--- src/hdl/six_step_motor_ramp_commutator_macros.svh ---
// assertion macros for the six-step commutator
// used by the top level; no other dependencies
`ifndef SIX_STEP_MOTOR_RAMP_COMMUTATOR_MACROS_SVH
`define SIX_STEP_MOTOR_RAMP_COMMUTATOR_MACROS_SVH

// property checked on the rising clock edge, off during reset
`define SSMRC_ASSERT(lbl, clk, rstn, prop, msg) \
    lbl: assert property (@(posedge clk) disable iff (!rstn) prop) else $error(msg);

// implication checked on the rising clock edge, off during reset
`define SSMRC_ASSERT_IMP(lbl, clk, rstn, ante, cons, msg) \
    lbl: assert property (@(posedge clk) disable iff (!rstn) (ante) |-> (cons)) else $error(msg);

`endif

--- src/hdl/ssmrc_pkg.sv ---
// shared types and constants for the six-step commutator
// no dependencies
package ssmrc_pkg;

    // item opcodes
    localparam logic [1:0] OP_TICK  = 2'd0;
    localparam logic [1:0] OP_COMM  = 2'd1;
    localparam logic [1:0] OP_TWR   = 2'd2;

    // configuration register indexes
    localparam logic [1:0] CFG_WORK_FREQ   = 2'd0;
    localparam logic [1:0] CFG_MIN_FREQ    = 2'd1;
    localparam logic [1:0] CFG_START_STEPS = 2'd2;
    localparam logic [1:0] CFG_STOP_STEPS  = 2'd3;

    // divider sizing
    localparam int DIV_BITS = 24;
    localparam logic [DIV_BITS-1:0] FREQ_DIVIDEND = 24'd5208;

    // gate drive bits
    localparam logic [5:0] G_AH = 6'h01;
    localparam logic [5:0] G_AL = 6'h02;
    localparam logic [5:0] G_BH = 6'h04;
    localparam logic [5:0] G_BL = 6'h08;
    localparam logic [5:0] G_CH = 6'h10;
    localparam logic [5:0] G_CL = 6'h20;

    // sequencer states
    typedef enum logic [7:0] {
        S_IDLE = 8'b0000_0001,
        S_MUL  = 8'b0000_0010,
        S_DIV  = 8'b0000_0100,
        S_FIN  = 8'b0000_1000,
        S_PLD  = 8'b0001_0000,
        S_PDIV = 8'b0010_0000,
        S_RD   = 8'b0100_0000,
        S_OUT  = 8'b1000_0000
    } state_t;

    // next gate pattern for one commutation step
    function automatic logic [5:0] comm_gates(input logic [5:0] g, input logic [2:0] ph,
                                              input logic back);
        logic [5:0] r;
        r = g;
        if (!back) begin
            unique case (ph)
                3'd1: r = (g & ~G_CH) | G_BH;
                3'd2: r = (g & ~G_AL) | G_CL;
                3'd3: r = (g & ~G_BH) | G_AH;
                3'd4: r = (g & ~G_CL) | G_BL;
                3'd5: r = (g & ~G_AH) | G_CH;
                3'd6: r = (g & ~G_BL) | G_AL;
                default: r = g;
            endcase
        end else begin
            unique case (ph)
                3'd6: r = (g | G_CH) & ~G_BH;
                3'd5: r = (g | G_AL) & ~G_CL;
                3'd4: r = (g | G_BH) & ~G_AH;
                3'd3: r = (g | G_CL) & ~G_BL;
                3'd2: r = (g | G_AH) & ~G_CH;
                3'd1: r = (g | G_BL) & ~G_AL;
                default: r = g;
            endcase
        end
        return r;
    endfunction

endpackage

--- src/hdl/ssmrc_ram.sv ---
// generic memory, one write port and one registered read port
// no dependencies
module ssmrc_ram #(
    parameter int WIDTH = 8,
    parameter int DEPTH = 50
) (
    input  logic                     aclk,
    input  logic                     wr_en,
    input  logic [$clog2(DEPTH)-1:0] wr_addr,
    input  logic [WIDTH-1:0]         wr_data,
    input  logic [$clog2(DEPTH)-1:0] rd_addr,
    output logic [WIDTH-1:0]         rd_data
);
    logic [WIDTH-1:0] mem_reg [DEPTH];
    logic [WIDTH-1:0] rd_data_reg;

    // write and registered read
    always_ff @(posedge aclk) begin
        if (wr_en) begin
            mem_reg[wr_addr] <= wr_data;
        end
        rd_data_reg <= mem_reg[rd_addr];
    end

    assign rd_data = rd_data_reg;
endmodule

--- src/hdl/six_step_motor_ramp_commutator.sv ---
// six-step commutator with linear soft start and soft stop, top level
// depends on ssmrc_pkg, ssmrc_ram and the macros header
//
//  channel | direction | handshake        | content
//  s_      | in        | tvalid / tready  | tuser opcode, tdata requests and table write
//  m_      | out       | tvalid / tready  | tdata gates, period, duty, frequency, status
//  cfg_    | in        | cfg_wr_en        | register index and data, no wait
//
// a ramp step is a multiply, a 24-step serial divide and an update, and a tick runs
// at most two; then come the period divide load and serial divide, the table read and the output load.
// reset is synchronous; valid bits stand in for clearing the power table.
// s_tready is high only while idle; a stalled result holds in the output register.
`include "six_step_motor_ramp_commutator_macros.svh"
module six_step_motor_ramp_commutator #(
    parameter int TABLE_ENTRIES = 50
) (
    input  logic        aclk,
    input  logic        aresetn,
    input  logic        s_tvalid,
    output logic        s_tready,
    // [0] start_req, [1] stop_req, [2] reverse_req, [8:3] table_index, [16:9] table_value
    input  logic [23:0] s_tdata,
    // [1:0] opcode
    input  logic [1:0]  s_tuser,
    output logic        m_tvalid,
    input  logic        m_tready,
    // [5:0] gate_bits, [18:6] period_div, [26:19] pwm_duty, [34:27] current_freq,
    // [35] stopped, [36] reversed
    output logic [39:0] m_tdata,
    input  logic        cfg_wr_en,
    input  logic [1:0]  cfg_index,
    input  logic [14:0] cfg_data
);
    import ssmrc_pkg::*;

    localparam int IDX_W = $clog2(TABLE_ENTRIES);
    localparam logic [8:0] LAST_IDX = 9'(TABLE_ENTRIES - 1);
    localparam logic [4:0] DIV_LAST = 5'(DIV_BITS - 1);

    // configuration
    logic [7:0]  work_freq_reg, min_freq_reg;
    logic [14:0] start_steps_reg, stop_steps_reg;

    // motor state
    logic        starting_reg, stopping_reg, running_reg, reversing_reg, dir_back_reg;
    logic [14:0] ramp_count_reg;
    logic [7:0]  cur_freq_reg;
    logic [2:0]  phase_reg;
    logic [5:0]  gate_reg;
    logic [TABLE_ENTRIES-1:0] tbl_valid_reg;

    // sequencer and shared divider
    state_t              state_reg;
    logic                ramp_stop_reg;
    logic [15:0]         next_cnt_reg;
    logic                neg_reg;
    logic [DIV_BITS-1:0] dvd_reg;
    logic [15:0]         rem_reg;
    logic [14:0]         dvs_reg;
    logic [4:0]          cnt_reg;
    logic [12:0]         period_reg;
    logic                dvalid_reg;

    // output register
    logic        m_tvalid_reg;
    logic [39:0] m_tdata_reg;

    // input fields
    logic       in_start, in_stop, in_rev;
    logic [5:0] in_tidx;
    logic [7:0] in_tval;
    assign in_start = s_tdata[0];
    assign in_stop  = s_tdata[1];
    assign in_rev   = s_tdata[2];
    assign in_tidx  = s_tdata[8:3];
    assign in_tval  = s_tdata[16:9];

    logic accept;
    assign s_tready = (state_reg == S_IDLE);
    assign accept   = s_tvalid && s_tready;

    // request latching for a tick
    logic st_l, sp_l, rv_l, dir_l;
    always_comb begin
        st_l  = starting_reg | in_start;
        sp_l  = stopping_reg | in_stop;
        rv_l  = reversing_reg | in_rev;
        dir_l = dir_back_reg;
        if (st_l && sp_l) begin
            st_l = 1'b0;
        end
        if (rv_l && !running_reg) begin
            dir_l = ~dir_l;
            rv_l  = 1'b0;
        end
        if (rv_l && running_reg) begin
            sp_l = 1'b1;
        end
    end

    // table write address
    logic [8:0]       wr_ext;
    logic             tbl_we;
    logic [IDX_W-1:0] wr_addr;
    assign wr_ext  = {3'b000, in_tidx};
    assign wr_addr = wr_ext[IDX_W-1:0];
    assign tbl_we  = accept && (s_tuser == OP_TWR) && (wr_ext < 9'(TABLE_ENTRIES));

    // table read address, frequency clamped to the last entry
    logic [8:0]       rd_ext;
    logic [IDX_W-1:0] rd_addr;
    logic [7:0]       rd_data;
    assign rd_ext  = ({1'b0, cur_freq_reg} > LAST_IDX) ? LAST_IDX : {1'b0, cur_freq_reg};
    assign rd_addr = rd_ext[IDX_W-1:0];

    ssmrc_ram #(.WIDTH(8), .DEPTH(TABLE_ENTRIES)) u_table (
        .aclk    (aclk),
        .wr_en   (tbl_we),
        .wr_addr (wr_addr),
        .wr_data (in_tval),
        .rd_addr (rd_addr),
        .rd_data (rd_data)
    );

    // ramp multiply operands
    logic signed [8:0] d_ramp;
    logic [7:0]        d_abs;
    logic [15:0]       next_cnt;
    logic [14:0]       steps_sel;
    assign d_ramp    = $signed({1'b0, work_freq_reg}) - $signed({1'b0, min_freq_reg});
    assign d_abs     = d_ramp[8] ? 8'(-d_ramp) : d_ramp[7:0];
    assign next_cnt  = {1'b0, ramp_count_reg} + 16'd1;
    assign steps_sel = ramp_stop_reg ? stop_steps_reg : start_steps_reg;

    // one restoring divide step
    logic [15:0] rem_sh;
    logic        q_bit;
    logic [15:0] rem_nx;
    assign rem_sh = {rem_reg[14:0], dvd_reg[DIV_BITS-1]};
    assign q_bit  = (rem_sh >= {1'b0, dvs_reg});
    assign rem_nx = q_bit ? (rem_sh - {1'b0, dvs_reg}) : rem_sh;

    // ramp frequency from the quotient, saturated
    logic signed [25:0] q_s, f_s;
    logic [7:0]         f_set;
    logic [15:0]        lim;
    always_comb begin
        q_s = neg_reg ? -$signed({2'b00, dvd_reg}) : $signed({2'b00, dvd_reg});
        if (ramp_stop_reg) begin
            f_s = $signed({18'd0, work_freq_reg}) - q_s;
        end else begin
            f_s = q_s + $signed({18'd0, min_freq_reg});
        end
        priority if (f_s <= 26'sd0) begin
            f_set = min_freq_reg;
        end else if (f_s > 26'sd255) begin
            f_set = 8'd255;
        end else begin
            f_set = f_s[7:0];
        end
        lim = {1'b0, ((steps_sel == 15'd0) ? 15'd1 : steps_sel)};
    end

    // configuration writes
    always_ff @(posedge aclk) begin
        if (!aresetn) begin
            work_freq_reg   <= 8'd40;
            min_freq_reg    <= 8'd1;
            start_steps_reg <= 15'd200;
            stop_steps_reg  <= 15'd200;
        end else if (cfg_wr_en) begin
            unique case (cfg_index)
                CFG_WORK_FREQ:   work_freq_reg   <= cfg_data[7:0];
                CFG_MIN_FREQ:    min_freq_reg    <= cfg_data[7:0];
                CFG_START_STEPS: start_steps_reg <= cfg_data;
                CFG_STOP_STEPS:  stop_steps_reg  <= cfg_data;
                default: ;
            endcase
        end
    end

    // sequencer, state and shared divider
    always_ff @(posedge aclk) begin
        if (!aresetn) begin
            state_reg      <= S_IDLE;
            starting_reg   <= 1'b0;
            stopping_reg   <= 1'b0;
            running_reg    <= 1'b0;
            reversing_reg  <= 1'b0;
            dir_back_reg   <= 1'b0;
            ramp_count_reg <= 15'd1;
            cur_freq_reg   <= 8'd40;
            phase_reg      <= 3'd1;
            gate_reg       <= 6'd0;
            tbl_valid_reg  <= '0;
            ramp_stop_reg  <= 1'b0;
            m_tvalid_reg   <= 1'b0;
        end else begin
            // the output step reloads the register itself when it is taken
            if (m_tvalid_reg && m_tready && (state_reg != S_OUT)) begin
                m_tvalid_reg <= 1'b0;
            end
            if (tbl_we) begin
                tbl_valid_reg[wr_addr] <= 1'b1;
            end
            unique case (state_reg)
                S_IDLE: begin
                    if (accept) begin
                        unique case (s_tuser)
                            OP_TICK: begin
                                starting_reg  <= st_l;
                                stopping_reg  <= sp_l;
                                reversing_reg <= rv_l;
                                dir_back_reg  <= dir_l;
                                ramp_stop_reg <= !st_l;
                                state_reg     <= (st_l || sp_l) ? S_MUL : S_PLD;
                            end
                            OP_COMM: begin
                                if (!(running_reg || starting_reg)) begin
                                    gate_reg  <= 6'd0;
                                    phase_reg <= 3'd1;
                                end else begin
                                    gate_reg  <= comm_gates(gate_reg, phase_reg, dir_back_reg);
                                    phase_reg <= (phase_reg >= 3'd6) ? 3'd1 : phase_reg + 3'd1;
                                end
                                state_reg <= S_PLD;
                            end
                            default: state_reg <= S_PLD;
                        endcase
                    end
                end
                S_MUL: begin
                    next_cnt_reg <= next_cnt;
                    neg_reg      <= d_ramp[8];
                    dvd_reg      <= {8'd0, next_cnt} * {16'd0, d_abs};
                    dvs_reg      <= (steps_sel == 15'd0) ? 15'd1 : steps_sel;
                    rem_reg      <= 16'd0;
                    cnt_reg      <= 5'd0;
                    state_reg    <= S_DIV;
                end
                S_DIV, S_PDIV: begin
                    rem_reg <= rem_nx;
                    dvd_reg <= {dvd_reg[DIV_BITS-2:0], q_bit};
                    cnt_reg <= cnt_reg + 5'd1;
                    if (cnt_reg == DIV_LAST) begin
                        state_reg <= (state_reg == S_DIV) ? S_FIN : S_RD;
                    end
                end
                S_FIN: begin
                    cur_freq_reg <= f_set;
                    if (next_cnt_reg > lim) begin
                        ramp_count_reg <= 15'd1;
                        if (ramp_stop_reg) begin
                            running_reg  <= 1'b0;
                            stopping_reg <= 1'b0;
                            if (reversing_reg) begin
                                starting_reg <= 1'b1;
                            end
                        end else begin
                            running_reg  <= 1'b1;
                            starting_reg <= 1'b0;
                        end
                    end else begin
                        ramp_count_reg <= next_cnt_reg[14:0];
                    end
                    if (!ramp_stop_reg && stopping_reg) begin
                        ramp_stop_reg <= 1'b1;
                        state_reg     <= S_MUL;
                    end else begin
                        state_reg <= S_PLD;
                    end
                end
                S_PLD: begin
                    dvd_reg   <= FREQ_DIVIDEND;
                    dvs_reg   <= (cur_freq_reg == 8'd0) ? 15'd1 : {7'd0, cur_freq_reg};
                    rem_reg   <= 16'd0;
                    cnt_reg   <= 5'd0;
                    state_reg <= S_PDIV;
                end
                S_RD: begin
                    period_reg <= dvd_reg[12:0];
                    dvalid_reg <= tbl_valid_reg[rd_addr];
                    state_reg  <= S_OUT;
                end
                S_OUT: begin
                    if (!m_tvalid_reg || m_tready) begin
                        m_tvalid_reg <= 1'b1;
                        m_tdata_reg  <= {3'd0, dir_back_reg,
                                         !(running_reg || starting_reg || stopping_reg),
                                         cur_freq_reg,
                                         ((running_reg || starting_reg) && dvalid_reg)
                                             ? rd_data : 8'd0,
                                         period_reg, gate_reg};
                        state_reg    <= S_IDLE;
                    end
                end
                default: state_reg <= S_IDLE;
            endcase
        end
    end

    assign m_tvalid = m_tvalid_reg;
    assign m_tdata  = m_tdata_reg;

    `SSMRC_ASSERT(a_state_onehot, aclk, aresetn, $onehot(state_reg), "state not one-hot")
    `SSMRC_ASSERT_IMP(a_div_bound, aclk, aresetn, (state_reg == S_DIV) || (state_reg == S_PDIV), cnt_reg <= DIV_LAST, "divider ran past its last step")
    `SSMRC_ASSERT_IMP(a_period_nonzero, aclk, aresetn, m_tvalid_reg, m_tdata_reg[18:6] != 13'd0, "period divisor is zero")
    `SSMRC_ASSERT_IMP(a_out_only_from_seq, aclk, aresetn, $rose(m_tvalid_reg), $past(state_reg) == S_OUT, "result raised outside the output step")
endmodule
--- config.mk ---
export PLATFORM = sky130hd
export DESIGN_NAME = six_step_motor_ramp_commutator
export DESIGN_NICKNAME = d
export VERILOG_FILES = /design/src/hdl/ssmrc_pkg.sv /design/src/hdl/ssmrc_ram.sv /design/src/hdl/six_step_motor_ramp_commutator.sv
export VERILOG_INCLUDE_DIRS = /design/src /design/src/hdl
export SDC_FILE = /design/constraint.sdc
export NUM_CORES = 1
export LEC_CHECK = 0
export ABC_CLOCK_PERIOD_IN_PS = 9000
export BUFFER_PORTS_ARGS = -buffer_cell sky130_fd_sc_hd__buf_2
export CORE_ASPECT_RATIO = 1.4
export CORE_MARGIN = 2
export CORE_UTILIZATION = 40
export DETAILED_ROUTE_END_ITERATION = 8
export PLACE_DENSITY_LB_ADDON = 0.25
export SLEW_MARGIN = 20
export SYNTH_ARGS = -nofsm -noshare
export SYNTH_HDL_FRONTEND = slang
export SYNTH_SLANG_ARGS = --single-unit
--- constraint.sdc ---
create_clock -name aclk -period 9 [get_ports aclk]
set_input_delay 1.8 -clock aclk [delete_from_list [all_inputs] [get_ports aclk]]
set_output_delay 1.8 -clock aclk [all_outputs]
set_load 0.02 [all_outputs]
==> results of run 1 <==
[layout by cell type, fill, tap and decap left out, drive strengths merged, types with 78 or more instances in the layout]
| master | netlist | layout |
|---|---|---|
| edfxtp | 527 | 527 |
| nand2 | 381 | 381 |
| nor2 | 267 | 267 |
| inv | 181 | 184 |
| dfxtp | 151 | 151 |
| o21ai | 125 | 125 |
| buf | 27 | 121 |
| a21oi | 119 | 119 |
| ha | 107 | 107 |
| clkbuf | 147 | 104 |
| nand3 | 97 | 97 |
| fa | 88 | 88 |
| mux2i | 78 | 78 |
[layer usage]
layer | part of all wire | up-vias
met5 | 0.00072 | -
met4 | 0.038 | 10
met3 | 0.044 | 170
met2 | 0.53 | 598
met1 | 0.39 | 12010
li1 | - | 11560
[per-stage QoR]
| step | hold slack [ns] | area (um2) | worst slack, ns |
|---|---|---|---|
| floorplan | 0.4003 | 35280 | 2.025 |
| global placement | 0.4005 | 36810 | 1.420 |
| detailed placement | 0.4052 | 36820 | 1.407 |
| CTS | 0.4128 | 39130 | 1.320 |
| global route | 0.4216 | 39140 | 0.9216 |
| finish | 0.4095 | 39140 | 1.337 |
[report_power, final]
part           internal, W  switching (W)
Sequential         0.00342      0.0000362
Clock              0.00161        0.00130
Combinational     0.000235       0.000463
[area by class of cell]
cell class | instances | area, um2 | share of cell area
sequential | 678 | 18850 | 0.4817
multi-input combinational | 2143 | 15110 | 0.3860
clock buffer | 104 | 2002 | 0.05114
tap | 1170 | 1464 | 0.03740
timing repair buffer | 121 | 713.2 | 0.01822
inverter | 182 | 683.2 | 0.01745
clock inverter | 30 | 309.0 | 0.007895
antenna | 3 | 7.507 | 0.0001918
[path summary, 6_finish.rpt]
kind,slack (ns),to,from,depth (start not counted)
max reg2reg,1.34,dvd_reg[21],min_freq_reg[0],28
max,1.34,dvd_reg[21],min_freq_reg[0],28
min reg2reg,0.41,m_tdata[12],period_reg[6],0
min,0.41,m_tdata[12],period_reg[6],0
[worst max-delay path, delay by kind of cell, from the launching register on]
family	cells	cell delay, ns
buf+inv	2	0.10
fa+ha+maj	7	2.92
xor+xnor	1	0.29
flops	1	0.43
compound gates	15	3.03
simple gates	3	0.62
[logic make-up (layout without fill, tap and decap cells)]
kind of cell / after synthesis / count (layout) / synth area share
AND/OR/NAND/NOR: 1034 / 1034 / 0.1368
AO/OA/AOI/OAI: 679 / 679 / 0.1331
flip-flops: 678 / 678 / 0.5343
buffers and inverters: 356 / 437 / 0.03990
adder cells (fa/ha/maj): 196 / 196 / 0.08822
multiplexers: 134 / 134 / 0.04257
XOR/XNOR: 97 / 97 / 0.02494
other: 1 / 6 / 0.0001063
==> flow_summary.yaml, run 1 <==
outcome:
  outcome: "finished clean"
floorplanning:
  core-area_um2: 87120
  die_h_um: 355.4
  die_x_um: 255.0
  dieArea_um2: 90610
  num_rows: 128
  num_io_pins: 90
  start_util: 0.4049
synthesis:
  synth_cell_types: 88
  synth_area_leaders: "edfxtp_1 45%, dfxtp_1 8.6%, fa_1 5.0%"
  async_reset_ff_frac: 0
  synth_edf_count: 527
  synthFlopType: "edfxtp_1"
  synth_top_cell_by_area: "edfxtp_1"
  synthTopCellsByCount: "527 x edfxtp_1, 379 x nand2_1, 267 x nor2_1"
  synth.avg_cell_area_um2: 11.11
  ys_ff_latch: 678
  syn_area_um2: 35270
  yosys.cell_count.top_type: "edfxtp_1"
  ys_seq_area_frac: 0.5343
  synthCells: 3175
  yosysWarningCount: 0
  netlist.area_leader.share: 0.4486
final_layout:
  instances_no_fill: 4431
  final_core_util: 0.4493
  layout-drive-gt1-share: 0.1096
  largest_reg_flops: 400
  fill_cells: 8263
  syn2layout_area_growth_pct: 10.97
  nets: 3441
clock_network:
  post_cts.repair.setup_buffers: 0
  cts_buffer_depth: 3
  cts-root-buf: "clkbuf_16"
  clock_latency_ns: 0.64
  clk_pin_slew_ns: 0.06
  cts.sinks: 678
  htreeDepth: 3
  cts_buffers: 72
  cts_tree: "built"
  cts_hold_buf: 0
  ctsResizeCount: 0
timing:
  tns_ns: 0
  rsz0062_at_grt: "false"
  relSlewSlack: 0.2710
  finClkSkew_ns: 0.03280
  hold_viol: 0
  timing.final.crit_period_ns: 7.663
  maxSlewViolCount: 0
  period_share: 0.8514
  fmax_mhz: 130.5
  setup_viol: 0
  tightest_slew_ns: 1.094
route:
  drt_iter0_markers: 1868
  wirelength_mm: 94.59
  route.vias.total: 24340
  routedWlPerCell_um: 21.35
  drcViolationCount: 0
  routed_via_density: 5.494
  drtPass1Iterations: 5
  ant_nets: 0
critical_path:
  path_common_cell: "fa_1"
  end_kind: "flip-flop"
  cpPeakStageDelay_ns: 0.60
  crit_path_start_kind: "flip-flop"
  crit_path_max_fanout: 16
  critPathSlowestCell: "fa_1"
  worst_ep_required_time_ns: 9.37
  arrival_ns: 8.03
  worstSetupPathType: "reg2reg"
grt:
  antenna_found_initial: 9
  met3_usage: 0.03006
  busiest_layer: "met2"
  gr-usage-met1: 0.2413
  grt_util_met2: 0.3807
  grtUsageTotal: 0.2081
  grt_max_degree: 84
  overflow: 0
  grt_pass1_vias: 24120
  grt_pass1_wl_mm: 144.1
placement:
  gp_congestion: 0.8556
  placed_cells: 4294
  hpwl_mm: 65.24
  io_buffers: 79
power:
  power.density_nw_per_um2: 180.3
  peakVddDrop_uv: 178.2
  leakage_nw: 13.85
  power_w: 0.007059
hold_path:
  hp-class: "reg2reg"
job:
  maxCapViolCount: 0
(Power assumes the default switching activity.)
==> run 2, diff against run 1 <==
- PLACE_DENSITY: not set -> 0.6
- PLACE_DENSITY_LB_ADDON: 0.25 -> not set
==> flow_summary.yaml, run 2 (same netlist as run 1, synthesis figures left out) <==
timing:
  tightest_slew_ns: 1.094
  relSlewSlack: 0.2704
  finClkSkew_ns: 0.02720
  timing.final.crit_period_ns: 7.688
  hold_viol: 0
  fmax_mhz: 130.1
  fin_ws_ns: 1.312
  setup_viol: 0
  period_share: 0.8542
  rsz0062_at_grt: "false"
  tns_ns: 0
  maxSlewViolCount: 0
floorplanning:
  die_h_um: 355.4
  num_io_pins: 90
  die_x_um: 255.0
  start_util: 0.4049
  num_rows: 128
  core-area_um2: 87120
  dieArea_um2: 90610
power:
  power.density_nw_per_um2: 181.2
  leakage_nw: 13.88
  clockPowerShare: 0.416
  power_frac_seq: 0.487
  peakVddDrop_uv: 155.9
  p_int_w: 0.005333
  pwr-share-comb: 0.097
  switchingPower_w: 0.001768
  p_sw_frac: 0.2489
critical_path:
  crit_family: "adder cells"
  path_depth: 29
  timing.rr.start: "min_freq_reg[0]"
  r2r-end: "dvd_reg[21]"
  cp-endpoint: "dvd_reg[21]"
  path_common_cell: "fa_1"
  r2r_slack_ns: 1.31
  path_buf_inv: 4
  end_kind: "flip-flop"
  cpPeakStageDelay_ns: 0.54
  worstSetupPathType: "reg2reg"
  worst_ep_required_time_ns: 9.36
  r2r_cells: 29
  arrival_ns: 8.05
  crit_path_start_kind: "flip-flop"
  crit_path_max_fanout: 16
  critPathSlowestCell: "fa_1"
  crit_start: "min_freq_reg[0]"
clock_network:
  cts_buffers: 72
  htreeDepth: 3
  post_cts.repair.setup_buffers: 0
  clock_latency_ns: 0.64
  clk_pin_slew_ns: 0.07
  cts_buffer_depth: 3
  cts.sinks: 678
  cts-root-buf: "clkbuf_16"
  ctsResizeCount: 0
  cts_hold_buf: 0
  cts_tree: "built"
route:
  drtPass1Iterations: 5
  ant_nets: 0
  routedWlPerCell_um: 21.11
  route.vias.total: 24360
  routed_via_density: 5.496
  drt_iter0_markers: 1710
  drcViolationCount: 0
  wirelength_mm: 93.58
final_layout:
  final_common_cell: "edfxtp_1"
  syn2layout_area_growth_pct: 11.09
  largest_reg_flops: 400
  nets: 3439
  fill_cells: 8212
  layout_common_cells: "527 x edfxtp_1, 378 x nand2_1, 265 x nor2_1"
  layout-drive-gt1-share: 0.1124
grt:
  overflow: 0
  antenna_found_initial: 11
  grt_pass1_vias: 24020
  grtUsageTotal: 0.2063
  grt_pass1_wl_mm: 143.1
  grt_max_degree: 88
outcome:
  outcome: "finished clean"
hold_path:
  hp-class: "reg2reg"
  min_from: "period_reg[1]"
placement:
  hpwl_mm: 64.37
  dp_slack_ns: 1.410
  io_buffers: 79
  gp_congestion: 0.8927
job:
  maxCapViolCount: 0
## run 2: final cells by class
cell class	count	area, um2	area share
flip-flops and latches	678	18850	0.4812
multi-input cells	2143	15110	0.3855
clock buffers	96	1963	0.05010
well taps	1170	1464	0.03736
repair buffers	119	698.2	0.01782
inverters	182	683.2	0.01743
clock inverters	38	399.1	0.01019
diodes	7	17.52	0.0004470
## run 2: worst min-delay path by stage
stage	endpoint	cells after the start
after detailed placement	m_tdata[12]	0
final	m_tdata[7]	0
after global placement	m_tdata[6]	0
after CTS	m_tdata[7]	0
after global routing	m_tdata[14]	0
after floorplan	m_tdata[10]	0
## run 2: through the flow
step | hold WS [ns] | instance area, um2 | instances | total power, W | utilization
5_1_grt | 0.4254 | 39180 | 4431 | 0.007357 | 0.4497
3_3_place_gp | 0.4010 | 36790 | 4292 | 0.004211 | 0.4223
4_1_cts | 0.4116 | 39160 | 4426 | 0.007158 | 0.4494
3_5_place_dp | 0.4054 | 36800 | 4292 | 0.004216 | 0.4223
6_report | 0.4085 | 39190 | 4433 | 0.007101 | 0.4498
2_1_floorplan | 0.4003 | 35280 | 3177 | 0.003987 | -
## run 2: metal layers
layer / vias up / wire, um / track usage
met5: - / 71 / 0
met4: 10 / 3809 / 0.08819
met3: 183 / 4730 / 0.03584
met2: 636 / 48790 / 0.3736
met1: 11990 / 36180 / 0.2372
li1: 11550 / - / -
## run 2: worst reg2reg max path, delay by kind of cell, from the launching register on
family                     cells  cell delay [ns]
adders and majority gates      7             3.00
AOI/OAI and AO/OA             15             3.00
buffers and inverters          4             0.48
DFF                            1             0.47
and+or+nand+nor                2             0.30
xor gates and xnor gates       1             0.18
## run 2: power groups by stage
stage	clock [W]	combinational [W]	sequential (W)
after floorplan	0	0.000482	0.00351
after global placement	0	0.000686	0.00353
after detailed placement	0	0.000690	0.00353
after CTS	0.00300	0.000695	0.00346
after global routing	0.00313	0.000767	0.00346
final	0.00295	0.000690	0.00346
==> run 3, diff against run 2 <==
==> constraint.sdc (replaced) <==
create_clock -name aclk -period 9 [get_ports aclk]
set_input_delay 0.45 -clock aclk [delete_from_list [all_inputs] [get_ports aclk]]
set_output_delay 0.45 -clock aclk [all_outputs]
set_load 0.02 [all_outputs]
==> flow_summary.yaml, run 3 (same netlist as run 1, synthesis figures left out) <==
floorplanning:
  num_io_pins: 90
  num_rows: 128
  start_util: 0.4049
  die_x_um: 255.0
  dieArea_um2: 90610
  die_h_um: 355.4
  core-area_um2: 87120
final_layout:
  largest_reg_flops: 400
  final_common_cell: "edfxtp_1"
  syn2layout_area_growth_pct: 11.26
  layout-drive-gt1-share: 0.1115
  nets: 3442
  layout_common_cells: "527 x edfxtp_1, 378 x nand2_1, 266 x nor2_1"
grt:
  grt_max_degree: 79
  antenna_found_initial: 11
  grt_pass1_wl_mm: 142.5
  grtUsageTotal: 0.2057
  overflow: 0
  grt_pass1_vias: 24060
clock_network:
  cts_buffer_depth: 3
  clock_latency_ns: 0.65
  htreeDepth: 3
  ctsResizeCount: 0
  post_cts.repair.setup_buffers: 0
  cts.sinks: 678
  cts-root-buf: "clkbuf_16"
  cts_buffers: 71
  cts_hold_buf: 0
  cts_tree: "built"
  clk_pin_slew_ns: 0.06
critical_path:
  worst_ep_required_time_ns: 9.35
  end_kind: "flip-flop"
  crit_path_start_kind: "flip-flop"
  arrival_ns: 7.96
  crit_path_max_fanout: 16
  crit_family: "compound AO/OA/AOI/OAI gates"
  path_common_cell: "fa_1"
  cpPeakStageDelay_ns: 0.54
  path_buf_inv: 4
  worstSetupPathType: "reg2reg"
  critPathSlowestCell: "fa_1"
timing:
  tns_ns: 0
  fmax_mhz: 131.5
  rsz0062_at_grt: "false"
  setup_viol: 0
  fin_ws_ns: 1.395
  period_share: 0.8450
  tightest_slew_ns: 1.138
  relSlewSlack: 0.2343
  maxSlewViolCount: 0
  timing.final.crit_period_ns: 7.605
  fin_hold_ws_ns: 0.09743
  finClkSkew_ns: 0.05172
  hold_viol: 0
power:
  power.density_nw_per_um2: 181.7
  power_w: 0.007133
  leakage_nw: 13.91
  peakVddDrop_uv: 153.1
job:
  maxCapViolCount: 0
placement:
  dp_slack_ns: 1.422
  gp_congestion: 0.8622
  hpwl_mm: 64.63
  io_buffers: 79
route:
  route.vias.total: 24480
  drtPass1Iterations: 6
  drcViolationCount: 0
  routed_via_density: 5.521
  wirelength_mm: 93.92
  routedWlPerCell_um: 21.18
  ant_nets: 0
  drt_iter0_markers: 1838
hold_path:
  hp-class: "in2reg"
outcome:
  outcome: "finished clean"
run 3: changes by cell type in the layout (fill, tap and decap cells not counted), sizes merged:
cell	delta
inv	+1
clkinvlp	-2
buf	+4
clkbuf	+3
clkinv	-5
diode	+1
bufinv	-1
run 3: final timing paths:
path	slack, ns	depth (start not counted)	startpoint	endpoint
min	0.1	3	cfg_data[13]	start_steps_reg[13]
max	1.40	29	min_freq_reg[0]	dvd_reg[21]
min reg2reg	0.42	0	period_reg[11]	m_tdata[17]
max reg2reg	1.40	29	min_freq_reg[0]	dvd_reg[21]
run 3: where the power goes:
| group | internal [W] | leakage, nW | switching (W) | total, W |
|---|---|---|---|---|
| Sequential | 0.00342 | 5.98 | 0.0000370 | 0.00346 |
| Combinational | 0.000236 | 6.77 | 0.000457 | 0.000693 |
| Clock | 0.00169 | 1.17 | 0.00129 | 0.00298 |
| Total | 0.00535 | 13.9 | 0.00178 | 0.00713 |
run 3: routing by layer:
| metal | routed length, um | track usage | vias to the layer above |
|---|---|---|---|
| met1 | 36350 | 0.2368 | 12050 |
| met3 | 4590 | 0.02962 | 182 |
| met2 | 48860 | 0.3717 | 670 |
| li1 | - | - | 11580 |
| met4 | 4076 | 0.09895 | 6 |
| met5 | 36 | 0 | - |
run 3: cell type report:
| class | count | area, um2 |
|---|---|---|
| diodes | 8 | 20.02 |
| clock buffers | 99 | 2024 |
| clock inverters | 31 | 372.9 |
| fillers | 8178 | 47880 |
| inverters | 182 | 683.2 |
| multi-input cells | 2143 | 15100 |
| flip-flops and latches | 678 | 18850 |
| well taps | 1170 | 1464 |
| repair buffers | 123 | 728.2 |
run 3: metrics by stage:
stage / area (um2) / util / std cells
global placement: 36820 / 0.4226 / 4296
global route: 39240 / 0.4504 / 4432
floorplan: 35280 / - / 3177
detailed placement: 36820 / 0.4226 / 4296
finish: 39240 / 0.4504 / 4434
CTS: 39220 / 0.4501 / 4426
run 3: worst reg2reg max path: cells and delay by family (launching register included):
family | cells | cell delay, ns
AOI/OAI and AO/OA | 15 | 3.00
adders and majority gates | 7 | 2.98
buffers and inverters | 4 | 0.45
DFF | 1 | 0.43
and+or+nand+nor | 2 | 0.30
xor gates and xnor gates | 1 | 0.17
